$ cat config.mk
export PLATFORM = sky130hd
export DESIGN_NAME = true_color_pixel_to_rgb888
export DESIGN_NICKNAME = d
export VERILOG_FILES = /design/src/hdl/tcp_rgb_pkg.sv /design/src/hdl/true_color_pixel_to_rgb888.sv
export SDC_FILE = /design/constraint.sdc
export NUM_CORES = 2
export LEC_CHECK = 0
export BUFFER_PORTS_ARGS = -buffer_cell sky130_fd_sc_hd__buf_2
export CORE_MARGIN = 4
export CORE_UTILIZATION = 45
export DETAILED_ROUTE_END_ITERATION = 7
export GPL_TIMING_DRIVEN = 0
export PLACE_DENSITY_LB_ADDON = 0.08
export SLEW_MARGIN = 5
export SYNTH_ARGS = -nofsm -noshare
export SYNTH_HDL_FRONTEND = slang
export SYNTH_SLANG_ARGS = --single-unit
export TNS_END_PERCENT = 5
$ cat constraint.sdc
create_clock -name clk_i -period 25 [get_ports clk_i]
set_clock_uncertainty 0.2 [all_clocks]
set_input_delay 1.25 -clock clk_i [delete_from_list [all_inputs] [get_ports clk_i]]
set_output_delay 1.25 -clock clk_i [all_outputs]
set_load 0.05 [all_outputs]
$ cat src/hdl/tcp_rgb_pkg.sv
`timescale 1ns / 1ps
`default_nettype none

package tcp_rgb_pkg;

  localparam int unsigned CfgIdxW  = 3;
  localparam int unsigned CfgDataW = 16;
  localparam int unsigned PixW     = 32;
  localparam int unsigned BppW     = 3;
  localparam int unsigned ShiftW   = 5;
  localparam int unsigned MaxW     = 16;
  localparam int unsigned NumW     = 24;
  localparam int unsigned QuoW     = 8;
  localparam int unsigned DivSteps = 8;
  localparam int unsigned NumChan  = 3;

  localparam int unsigned ChRed   = 0;
  localparam int unsigned ChGreen = 1;
  localparam int unsigned ChBlue  = 2;

  typedef enum logic [CfgIdxW-1:0] {
    CfgBpp        = 3'd0,
    CfgBigEndian  = 3'd1,
    CfgRedShift   = 3'd2,
    CfgGreenShift = 3'd3,
    CfgBlueShift  = 3'd4,
    CfgRedMax     = 3'd5,
    CfgGreenMax   = 3'd6,
    CfgBlueMax    = 3'd7
  } cfg_idx_e;

  typedef logic [MaxW-1:0] chan_val_t;
  typedef logic [NumW-1:0] num_t;
  typedef logic [QuoW-1:0] quo_t;

endpackage

`default_nettype wire

$ cat src/hdl/true_color_pixel_to_rgb888.sv
`timescale 1ns / 1ps
`default_nettype none

// True-color pixel to RGB888 converter. Takes one pixel beat per clock unless
// an output stall backs the pipeline up, and gives one red/green/blue beat per
// pixel, in order. Most of the pipeline depth is the scaling divider: every
// channel runs an eight-stage restoring divider that settles one quotient bit
// per stage, after three stages for byte assembly, shift and mask, and the
// numerator (raw*255 + max/2). Valid bits travel with the data; a stall at the
// output holds full stages in place while empty stages keep filling, so nothing
// is lost or repeated. Configuration is written through the cfg_* port and
// must only change while the pipeline is empty; a zero channel max gives zero
// on that channel.
module true_color_pixel_to_rgb888 (
  input  wire logic                               clk_i,
  input  wire logic                               rst_ni,
  input  wire logic                               cfg_we_i,
  input  wire logic [tcp_rgb_pkg::CfgIdxW-1:0]    cfg_idx_i,
  input  wire logic [tcp_rgb_pkg::CfgDataW-1:0]   cfg_data_i,
  input  wire logic                               in_valid_i,
  output logic                                    in_ready_o,
  input  wire logic [tcp_rgb_pkg::PixW-1:0]       raw_pixel_i,
  output logic                                    out_valid_o,
  input  wire logic                               out_ready_i,
  output logic [7:0]                              red_o,
  output logic [7:0]                              green_o,
  output logic [7:0]                              blue_o
);

  localparam int unsigned NumChan = tcp_rgb_pkg::NumChan;
  localparam int unsigned DivSteps = tcp_rgb_pkg::DivSteps;
  localparam int unsigned NumW = tcp_rgb_pkg::NumW;
  localparam int unsigned QuoW = tcp_rgb_pkg::QuoW;
  localparam int unsigned DivStg0 = 3;
  localparam int unsigned NumStg = DivStg0 + DivSteps;

  logic [tcp_rgb_pkg::BppW-1:0]   bpp_q;
  logic                           big_endian_q;
  logic [tcp_rgb_pkg::ShiftW-1:0] shift_q [NumChan];
  tcp_rgb_pkg::chan_val_t         max_q [NumChan];

  logic [NumStg-1:0] v_q;
  logic [NumStg:0]   rdy;

  logic [tcp_rgb_pkg::BppW-1:0] nbytes;
  logic [tcp_rgb_pkg::PixW-1:0] pix_d, pix_q;
  tcp_rgb_pkg::chan_val_t       raw_d [NumChan];
  tcp_rgb_pkg::chan_val_t       raw_q [NumChan];
  tcp_rgb_pkg::num_t            num_d [NumChan];
  tcp_rgb_pkg::num_t            rem_q [DivSteps][NumChan];
  tcp_rgb_pkg::quo_t            quo_q [DivSteps][NumChan];

  // configuration registers
  always_ff @(posedge clk_i or negedge rst_ni) begin
    if (!rst_ni) begin
      bpp_q <= 3'd4;
      big_endian_q <= 1'b0;
      shift_q[tcp_rgb_pkg::ChRed] <= 5'd16;
      shift_q[tcp_rgb_pkg::ChGreen] <= 5'd8;
      shift_q[tcp_rgb_pkg::ChBlue] <= 5'd0;
      max_q[tcp_rgb_pkg::ChRed] <= 16'd255;
      max_q[tcp_rgb_pkg::ChGreen] <= 16'd255;
      max_q[tcp_rgb_pkg::ChBlue] <= 16'd255;
    end else if (cfg_we_i) begin
      unique case (tcp_rgb_pkg::cfg_idx_e'(cfg_idx_i))
        tcp_rgb_pkg::CfgBpp: begin
          bpp_q <= cfg_data_i[tcp_rgb_pkg::BppW-1:0];
        end
        tcp_rgb_pkg::CfgBigEndian: begin
          big_endian_q <= cfg_data_i[0];
        end
        tcp_rgb_pkg::CfgRedShift: begin
          shift_q[tcp_rgb_pkg::ChRed] <= cfg_data_i[tcp_rgb_pkg::ShiftW-1:0];
        end
        tcp_rgb_pkg::CfgGreenShift: begin
          shift_q[tcp_rgb_pkg::ChGreen] <= cfg_data_i[tcp_rgb_pkg::ShiftW-1:0];
        end
        tcp_rgb_pkg::CfgBlueShift: begin
          shift_q[tcp_rgb_pkg::ChBlue] <= cfg_data_i[tcp_rgb_pkg::ShiftW-1:0];
        end
        tcp_rgb_pkg::CfgRedMax: begin
          max_q[tcp_rgb_pkg::ChRed] <= cfg_data_i;
        end
        tcp_rgb_pkg::CfgGreenMax: begin
          max_q[tcp_rgb_pkg::ChGreen] <= cfg_data_i;
        end
        tcp_rgb_pkg::CfgBlueMax: begin
          max_q[tcp_rgb_pkg::ChBlue] <= cfg_data_i;
        end
        default: begin
        end
      endcase
    end
  end

  // per-stage ready chain, a stage moves when empty or when the next one moves
  always_comb begin
    rdy[NumStg] = out_ready_i;
    for (int i = NumStg - 1; i >= 0; i--) begin
      rdy[i] = !v_q[i] || rdy[i+1];
    end
  end

  always_ff @(posedge clk_i or negedge rst_ni) begin
    if (!rst_ni) begin
      v_q <= '0;
    end else begin
      if (rdy[0]) begin
        v_q[0] <= in_valid_i;
      end
      for (int i = 1; i < NumStg; i++) begin
        if (rdy[i]) begin
          v_q[i] <= v_q[i-1];
        end
      end
    end
  end

  assign in_ready_o = rdy[0];
  assign out_valid_o = v_q[NumStg-1];

  // byte assembly
  assign nbytes = (bpp_q > 3'd4) ? 3'd4 : bpp_q;

  always_comb begin
    pix_d = '0;
    if (big_endian_q) begin
      case (nbytes)
        3'd1: pix_d = {24'd0, raw_pixel_i[7:0]};
        3'd2: pix_d = {16'd0, raw_pixel_i[7:0], raw_pixel_i[15:8]};
        3'd3: pix_d = {8'd0, raw_pixel_i[7:0], raw_pixel_i[15:8], raw_pixel_i[23:16]};
        3'd4: pix_d = {raw_pixel_i[7:0], raw_pixel_i[15:8], raw_pixel_i[23:16],
                       raw_pixel_i[31:24]};
        default: pix_d = '0;
      endcase
    end else begin
      case (nbytes)
        3'd1: pix_d = {24'd0, raw_pixel_i[7:0]};
        3'd2: pix_d = {16'd0, raw_pixel_i[15:0]};
        3'd3: pix_d = {8'd0, raw_pixel_i[23:0]};
        3'd4: pix_d = raw_pixel_i;
        default: pix_d = '0;
      endcase
    end
  end

  always_ff @(posedge clk_i) begin
    if (rdy[0]) begin
      pix_q <= pix_d;
    end
  end

  // shift, mask, then numerator raw*255 + max/2
  always_comb begin
    for (int c = 0; c < NumChan; c++) begin
      raw_d[c] = tcp_rgb_pkg::MaxW'(pix_q >> shift_q[c]) & max_q[c];
      num_d[c] = (NumW'(raw_q[c]) << QuoW) - NumW'(raw_q[c]) + NumW'(max_q[c] >> 1);
    end
  end

  always_ff @(posedge clk_i) begin
    for (int c = 0; c < NumChan; c++) begin
      if (rdy[1]) begin
        raw_q[c] <= raw_d[c];
      end
      if (rdy[2]) begin
        rem_q[0][c] <= num_d[c];
      end
    end
  end

  // restoring divide by max, one quotient bit per stage, msb first
  for (genvar s = 0; s < DivSteps; s++) begin : g_div
    for (genvar c = 0; c < NumChan; c++) begin : g_chan
      tcp_rgb_pkg::num_t dsr;
      tcp_rgb_pkg::quo_t qprev;
      logic              ge;

      assign dsr = NumW'(max_q[c]) << (DivSteps - 1 - s);
      assign ge = rem_q[s][c] >= dsr;

      if (s == 0) begin : g_first
        assign qprev = '0;
      end else begin : g_next
        assign qprev = quo_q[s-1][c];
      end

      if (s < DivSteps - 1) begin : g_rem
        always_ff @(posedge clk_i) begin
          if (rdy[DivStg0+s]) begin
            rem_q[s+1][c] <= ge ? rem_q[s][c] - dsr : rem_q[s][c];
          end
        end
      end

      always_ff @(posedge clk_i) begin
        if (rdy[DivStg0+s]) begin
          quo_q[s][c] <= {qprev[QuoW-2:0], ge};
        end
      end
    end
  end

  assign red_o = (max_q[tcp_rgb_pkg::ChRed] == '0) ? '0 :
                 quo_q[DivSteps-1][tcp_rgb_pkg::ChRed];
  assign green_o = (max_q[tcp_rgb_pkg::ChGreen] == '0) ? '0 :
                   quo_q[DivSteps-1][tcp_rgb_pkg::ChGreen];
  assign blue_o = (max_q[tcp_rgb_pkg::ChBlue] == '0) ? '0 :
                  quo_q[DivSteps-1][tcp_rgb_pkg::ChBlue];

endmodule

`default_nettype wire

; Word level (Yosys, flattened, before mapping)
; Memory sizes are Yosys's and may differ from the RTL's.
; Index checks and enable logic that the tools add are counted.
[word_totals]
register_bits = 110
ramBits = 816
in_bits = 56
out_inout_bits = 26
elab_cells = 174
n_memories = 3
[mem_list]
columns = name, depth, word_bits, rd, rd_ports_with_merged_regs, wr, line_no
row1 = rem_q, 8, 72, 8, 0, 8, true_color_pixel_to_rgb888.sv:50  ; tcp_rgb_pkg::num_t rem_q [DivSteps][NumChan];
row2 = quo_q, 8, 24, 8, 0, 8, true_color_pixel_to_rgb888.sv:51  ; tcp_rgb_pkg::quo_t quo_q [DivSteps][NumChan];
row3 = raw_q, 3, 16, 3, 0, 3, true_color_pixel_to_rgb888.sv:48  ; tcp_rgb_pkg::chan_val_t raw_q [NumChan];
[op_classes]
add_sub_neg = 27
order_cmp = 25
eq_ne = 11
shifts = 3
muxes = 48
bitwise_logic = 3
n_reduce_logical = 34
[op_table]
columns = op, n
row1 = 24-bit two-way mux, 21
row2 = 32-bit case mux with 4 select lines, 2
row3 = 32-bit by 5-bit >> shifter with 16-bit output, 3
row4 = 24-bit by 15-bit adder with 24-bit output, 3
row5 = 24-bit by 16-bit greater-or-equal comparator with 1-bit output, 3
row6 = 24-bit by 17-bit greater-or-equal comparator with 1-bit output, 3
row7 = 24-bit by 18-bit greater-or-equal comparator with 1-bit output, 3
row8 = 24-bit by 19-bit greater-or-equal comparator with 1-bit output, 3
row9 = 24-bit by 20-bit greater-or-equal comparator with 1-bit output, 3
row10 = 24-bit by 21-bit greater-or-equal comparator with 1-bit output, 3
row11 = 24-bit by 22-bit greater-or-equal comparator with 1-bit output, 3
row12 = 24-bit by 23-bit greater-or-equal comparator with 1-bit output, 3
row13 = 24-bit by 16-bit subtractor with 24-bit output, 3
row14 = 24-bit by 17-bit subtractor with 24-bit output, 3
row15 = 24-bit by 18-bit subtractor with 24-bit output, 3
row16 = 24-bit by 19-bit subtractor with 24-bit output, 3
row17 = 24-bit by 20-bit subtractor with 24-bit output, 3
row18 = 24-bit by 21-bit subtractor with 24-bit output, 3
row19 = 24-bit by 22-bit subtractor with 24-bit output, 3
row20 = 24-bit by 23-bit subtractor with 24-bit output, 3
row21 = 16-bit AND, 3
row22 = 16-bit zero test, 3
row23 = 32-bit two-way mux, 1
row24 = 8-bit two-way mux, 3
row25 = 10 further kinds, 64

; Depth between registers and ports, before layout
[logic_depth]
ltp_word = 13
mapped_depth = 14
ltp_nobuf = 14

; Worst setup path before layout
; No wires, ideal clock.
[synth_path]
path_type = in2out
start = input out_ready_i
end = output in_ready_o
t_arrival_ns = 7.942
required_time_ns = 23.550
slack_ns = 15.608
stages = 6
n_path_buf = 0
path_cell_list = nor2b_1 > nand2_1 > nor2_1 > nand3_1 > nor2_1 > nand4_1
[synth_between]
elab_chain_len = 11
[synth_rtl]
columns = item, line_no
row1 = from (decl), true_color_pixel_to_rgb888.sv:24  ; input wire logic out_ready_i,
row2 = 1-bit logical OR (2 in series), true_color_pixel_to_rgb888.sv:100  ; rdy[i] = !v_q[i] || rdy[i+1];
row3 = via rdy[9], true_color_pixel_to_rgb888.sv:43  ; logic [NumStg:0] rdy;
row4 = 1-bit logical OR (5 in series), true_color_pixel_to_rgb888.sv:100
row5 = via rdy[4], true_color_pixel_to_rgb888.sv:43
row6 = 1-bit logical OR (4 in series), true_color_pixel_to_rgb888.sv:100
row7 = to (decl), true_color_pixel_to_rgb888.sv:21  ; output logic in_ready_o,
; The timed path passes the listed nets, and every way through them passes these cells.

; Worst setup path after layout
; Same ends and word-level chain as after synthesis.

==> results.md <==
* Outcome: finished, final reports clean
* Via count at 42500
* Synthesized net count at 6073
* Final period demand of the worst path at 6710 ps
* Buffers inserted during post-CTS setup optimization at 0
* Start-to-end type of the worst setup path: in -> out
* Maximum resistive drop on vdd at 0.0808 mV
* Transition time at the pin with the least slew margin at 1090 ps
* Number of maximum-capacitance violations at 0
* Starting density of the core at 45.5%
* Standard cell core area at 0.128 mm2
* Kind of cell adding the most delay to the critical path: simple AND/OR/NAND/NOR gates
* Clock slew seen by the registers of the worst setup and hold paths at 60 ps
* Logic depth of the worst path, buffers included at 10
* Critical Path AT at 5260 ps
* Num CTS Buffers at 103
* Flip-flop cell with the highest count after synthesis: sky130_fd_sc_hd__edfxtp_1
* Worst rel slew slack at 26.4%
* DRC violation total after the first TritonRoute iteration at 2590
* Power share of the clock group at 15.4%
* Crit path capture type: output port
* Net switching component of the power at 0.00414 W
* Final WS setup at 18290 ps
* PD cells at 157 mW/mm2
* Post-Synthesis Cell Area at 0.0584 mm2
* Met2 demand-to-capacity share in global routing at 36.6%
* Global-route wire length before repair at 235000 um
* I/O pin total at 82
* Flops & latches, synth at 842
* Input/output buffers at 77
* Most common cell after layout, fill and taps aside: sky130_fd_sc_hd__edfxtp_1
* Clock tree root driver cell: sky130_fd_sc_hd__clkbuf_16
* DIE WIDTH at 368 um
* Global-route met1 utilization at 29.1%
* Startpoint type of the worst setup path: input pin
* Stage delay of the slowest cell on the critical path at 690 ps
* Endpoint required time on the critical path at 23550 ps
* Number of sinks handled by clock tree synthesis at 842
* Switching fraction of total power at 40.5%
* Detail Route Antenna Nets at 0
* Overflow left after global routing at 0
* Max Buffers Root-to-Sink at 3
* Worst Path Max Fanout at 40
* Gates resized, CTS repair at 0
* Worst min-delay path class: in -> async
* Comb pwr share at 55.0%
* Detailed-route wire length per cell at 19.7 um
* H-tree lvl count at 3
* Post-Place Setup Slack at 18140 ps
* Reg2reg setup slack at 20020 ps
* Detailed-route vias per instance at 5.65
* Post-route total power at 0.0102 W
* Synth-to-layout area growth at 11.3%
* Die area at 0.136 mm2
* Achievable Freq at 149 MHz
* Std cell rows at 131
* End of the worst register-to-register path: rem_q[0][116]$_DFFE_PP_
* Post-synthesis async set-or-reset flop share at 9.26%
* Die height at 368 um
* Final core area utilization at 50.7%
* EDFF count, synth at 764
* Crit Reg-Reg Startpoint: g_div[0].g_chan[1].dsr[8]$_DFFE_PN1P_
* Routing usage on met3 at 2.82%
* Final wirelength at 148000 um
* Cells along the critical path: buf_2 -> nor2b_1 -> nand2_4 -> nor2_1 -> nand3_4 -> nor2_1 -> nand4_1 -> buf_8 -> buf_6 -> buf_2
* Final nets at 6272
* GRT Total Usage at 21.6%
* Synthesized netlist cell count at 5495
* TritonCTS clock tree: done
* Initial antenna violation count at 3
* Commonest cells after routing, fill and taps aside: 764 x sky130_fd_sc_hd__edfxtp_1, 477 x sky130_fd_sc_hd__ha_1, 416 x sky130_fd_sc_hd__nor2_1
* Distinct cells, synth at 90
* Number of search-and-repair iterations in the first detailed-routing pass at 7
* Internal power summed over all cells at 0.00610 W
* Number of warnings printed during yosys synthesis at 0
* Quantity of hold-fixing buffers added after cts at 0
* Number of global-route vias before repair at 42400
* Share of power burned in registers at 29.6%
* Post-route DRC at 0
* Tcrit/Tclk final at 26.8%
* Maximum number of pins on one net before global-route repair at 64
* Layout cells sized above 1 at 11.5%
* Count of endpoints failing hold in the final timing report at 0
* Depth of the most critical reg-to-reg path at 10
* Final-report setup violation count at 0
* Number of pins exceeding their max-slew limit in the final report at 0
* Number of buffer and inverter instances along the worst setup path at 4
* RSZ-0062 raised after global routing: false
* Clk_lat worst skew at 720 ps
* Standby leakage power at 25.8 nW
* Total negative slack at 0 ps
* Placer Congestion at 0.911
* Crit. Startpoint: out_ready_i
* Slowest CP cell: sky130_fd_sc_hd__nor2_1
* Hpwl dp at 116000 um
* Most Used Layer, Global Route: met2
* Worst hold margin at 197 ps
* Timing endpoint of the critical path: in_ready_o
* Mean Syn Cell Area at 10.6 um2
* Share of synthesized area occupied by flip-flops and latches at 42.7%
-- sequential cells by signal, summed over array words and instances (netlist names) --
| name | count |
|---|---|
| v_q | 11 |
| quo_q | 108 |
| big_endian_q | 1 |
| rem_q | 576 |
| g_div.g_chan.dsr | 48 |
| raw_q | 48 |
| pix_q | 32 |
| shift_q | 15 |
| bpp_q | 3 |
-- cells in the mapped netlist (14+ instances only) --
master	n	share of area, %
sky130_fd_sc_hd__clkbuf_1	118	0.76
sky130_fd_sc_hd__a21oi_1	398	3.4
sky130_fd_sc_hd__and2_1	53	0.57
sky130_fd_sc_hd__nand3_1	68	0.58
sky130_fd_sc_hd__a21o_1	173	2.2
sky130_fd_sc_hd__nor2b_1	86	0.92
sky130_fd_sc_hd__mux2_2	202	3.9
sky130_fd_sc_hd__o31ai_1	39	0.50
sky130_fd_sc_hd__o21bai_1	29	0.37
sky130_fd_sc_hd__o21a_1	68	0.87
sky130_fd_sc_hd__mux4_2	69	2.7
sky130_fd_sc_hd__ha_1	477	10
sky130_fd_sc_hd__nand2_1	371	2.4
sky130_fd_sc_hd__o21ai_0	301	2.6
sky130_fd_sc_hd__inv_1	295	1.9
sky130_fd_sc_hd__buf_1	20	0.13
sky130_fd_sc_hd__nand4_1	54	0.58
sky130_fd_sc_hd__or2_2	27	0.29
sky130_fd_sc_hd__mux2i_1	137	2.3
sky130_fd_sc_hd__dfstp_2	27	1.2
sky130_fd_sc_hd__a211oi_1	63	0.81
sky130_fd_sc_hd__nor3b_1	16	0.21
sky130_fd_sc_hd__nand2b_1	75	0.80
sky130_fd_sc_hd__or3_1	43	0.46
sky130_fd_sc_hd__and3_1	31	0.33
sky130_fd_sc_hd__edfxtp_1	764	39
sky130_fd_sc_hd__nor4_1	47	0.50
sky130_fd_sc_hd__fa_1	45	1.5
sky130_fd_sc_hd__buf_2	19	0.16
sky130_fd_sc_hd__a31oi_1	45	0.48
sky130_fd_sc_hd__a211o_1	28	0.42
sky130_fd_sc_hd__o211ai_1	41	0.53
sky130_fd_sc_hd__dfrtp_1	51	2.2
sky130_fd_sc_hd__nor2_1	416	2.7
sky130_fd_sc_hd__a31o_2	17	0.25
sky130_fd_sc_hd__xor2_1	162	2.4
sky130_fd_sc_hd__o41ai_1	14	0.21
sky130_fd_sc_hd__nor3_1	115	0.98
sky130_fd_sc_hd__a21boi_0	27	0.35
sky130_fd_sc_hd__xnor2_1	216	3.2
-- worst min path at each step --
stage                            from                      to  depth (start not counted)  slack [ps]
6_report                       rst_ni      v_q[1]$_DFFE_PN0P_                          1         200
5_1_grt                        rst_ni      v_q[1]$_DFFE_PN0P_                          1         170
4_1_cts                        rst_ni  shift_q[7]$_DFFE_PN0P_                          1         150
3_5_place_dp   quo_q[6][10]$_DFFE_PP_  quo_q[7][11]$_DFFE_PP_                          0         200
3_3_place_gp   quo_q[5][10]$_DFFE_PP_  quo_q[6][11]$_DFFE_PP_                          0         200
2_1_floorplan  quo_q[0][16]$_DFFE_PP_  quo_q[1][17]$_DFFE_PP_                          0         200
-- worst register-to-register path: stages (launching register included) --
cell and delay (ps):
sky130_fd_sc_hd__dfstp_2 740, sky130_fd_sc_hd__inv_1 450, sky130_fd_sc_hd__ha_1 450, sky130_fd_sc_hd__nor2b_1 150, sky130_fd_sc_hd__o211ai_1 170, sky130_fd_sc_hd__a21boi_0 150, sky130_fd_sc_hd__o41ai_1 780, sky130_fd_sc_hd__o211ai_1 250
sky130_fd_sc_hd__a211oi_1 720, sky130_fd_sc_hd__clkbuf_1 450, sky130_fd_sc_hd__o21ai_0 190
-- power groups by stage --
stage | Combinational (W) | Sequential, W | Clock [W]
2_1_floorplan | 0.00446 | 0.00288 | 0
3_3_place_gp | 0.00552 | 0.00308 | 0
3_5_place_dp | 0.00559 | 0.00305 | 0
4_1_cts | 0.00563 | 0.00303 | 0.00162
5_1_grt | 0.00633 | 0.00311 | 0.00168
6_report | 0.00563 | 0.00303 | 0.00158
-- kinds of logic (layout without fill, tap and decap cells) --
kind of cell,Yosys count,after routing,share of synthesized area (%)
flip-flops,842,842,42.7
buffers and inverters,460,749,3.05
other,0,1,0
XOR/XNOR,378,378,5.66
adder cells (fa/ha/maj),522,522,11.8
AO/OA/AOI/OAI,1406,1406,15.5
multiplexers,415,415,9.08
AND/OR/NAND/NOR,1472,1472,12.3
-- area by class of cell --
type,instances,area (um2)
clock inverters,60,754
repair buffers,94,733
clock buffers,135,2870
plain buffers,160,656
multi-input cells,4193,31800
flip-flops and latches,842,24900
well taps,1729,2160
fillers,11600,63300
inverters,300,1130
diodes,1,2.50
-- per-layer routing --
layer	vias up	share of wire, %
li1	21100	-
met1	20200	46
met2	871	47
met3	240	3.9
met4	2	2.9
met5	-	0.0054
-- per-stage QoR --
step	instance area (um2)	cells
after floorplan	58400	5495
after global placement	61000	7301
after detailed placement	61400	7318
after CTS	65000	7513
after global routing	65000	7513
final	65000	7514
(Power assumes the default switching activity.)
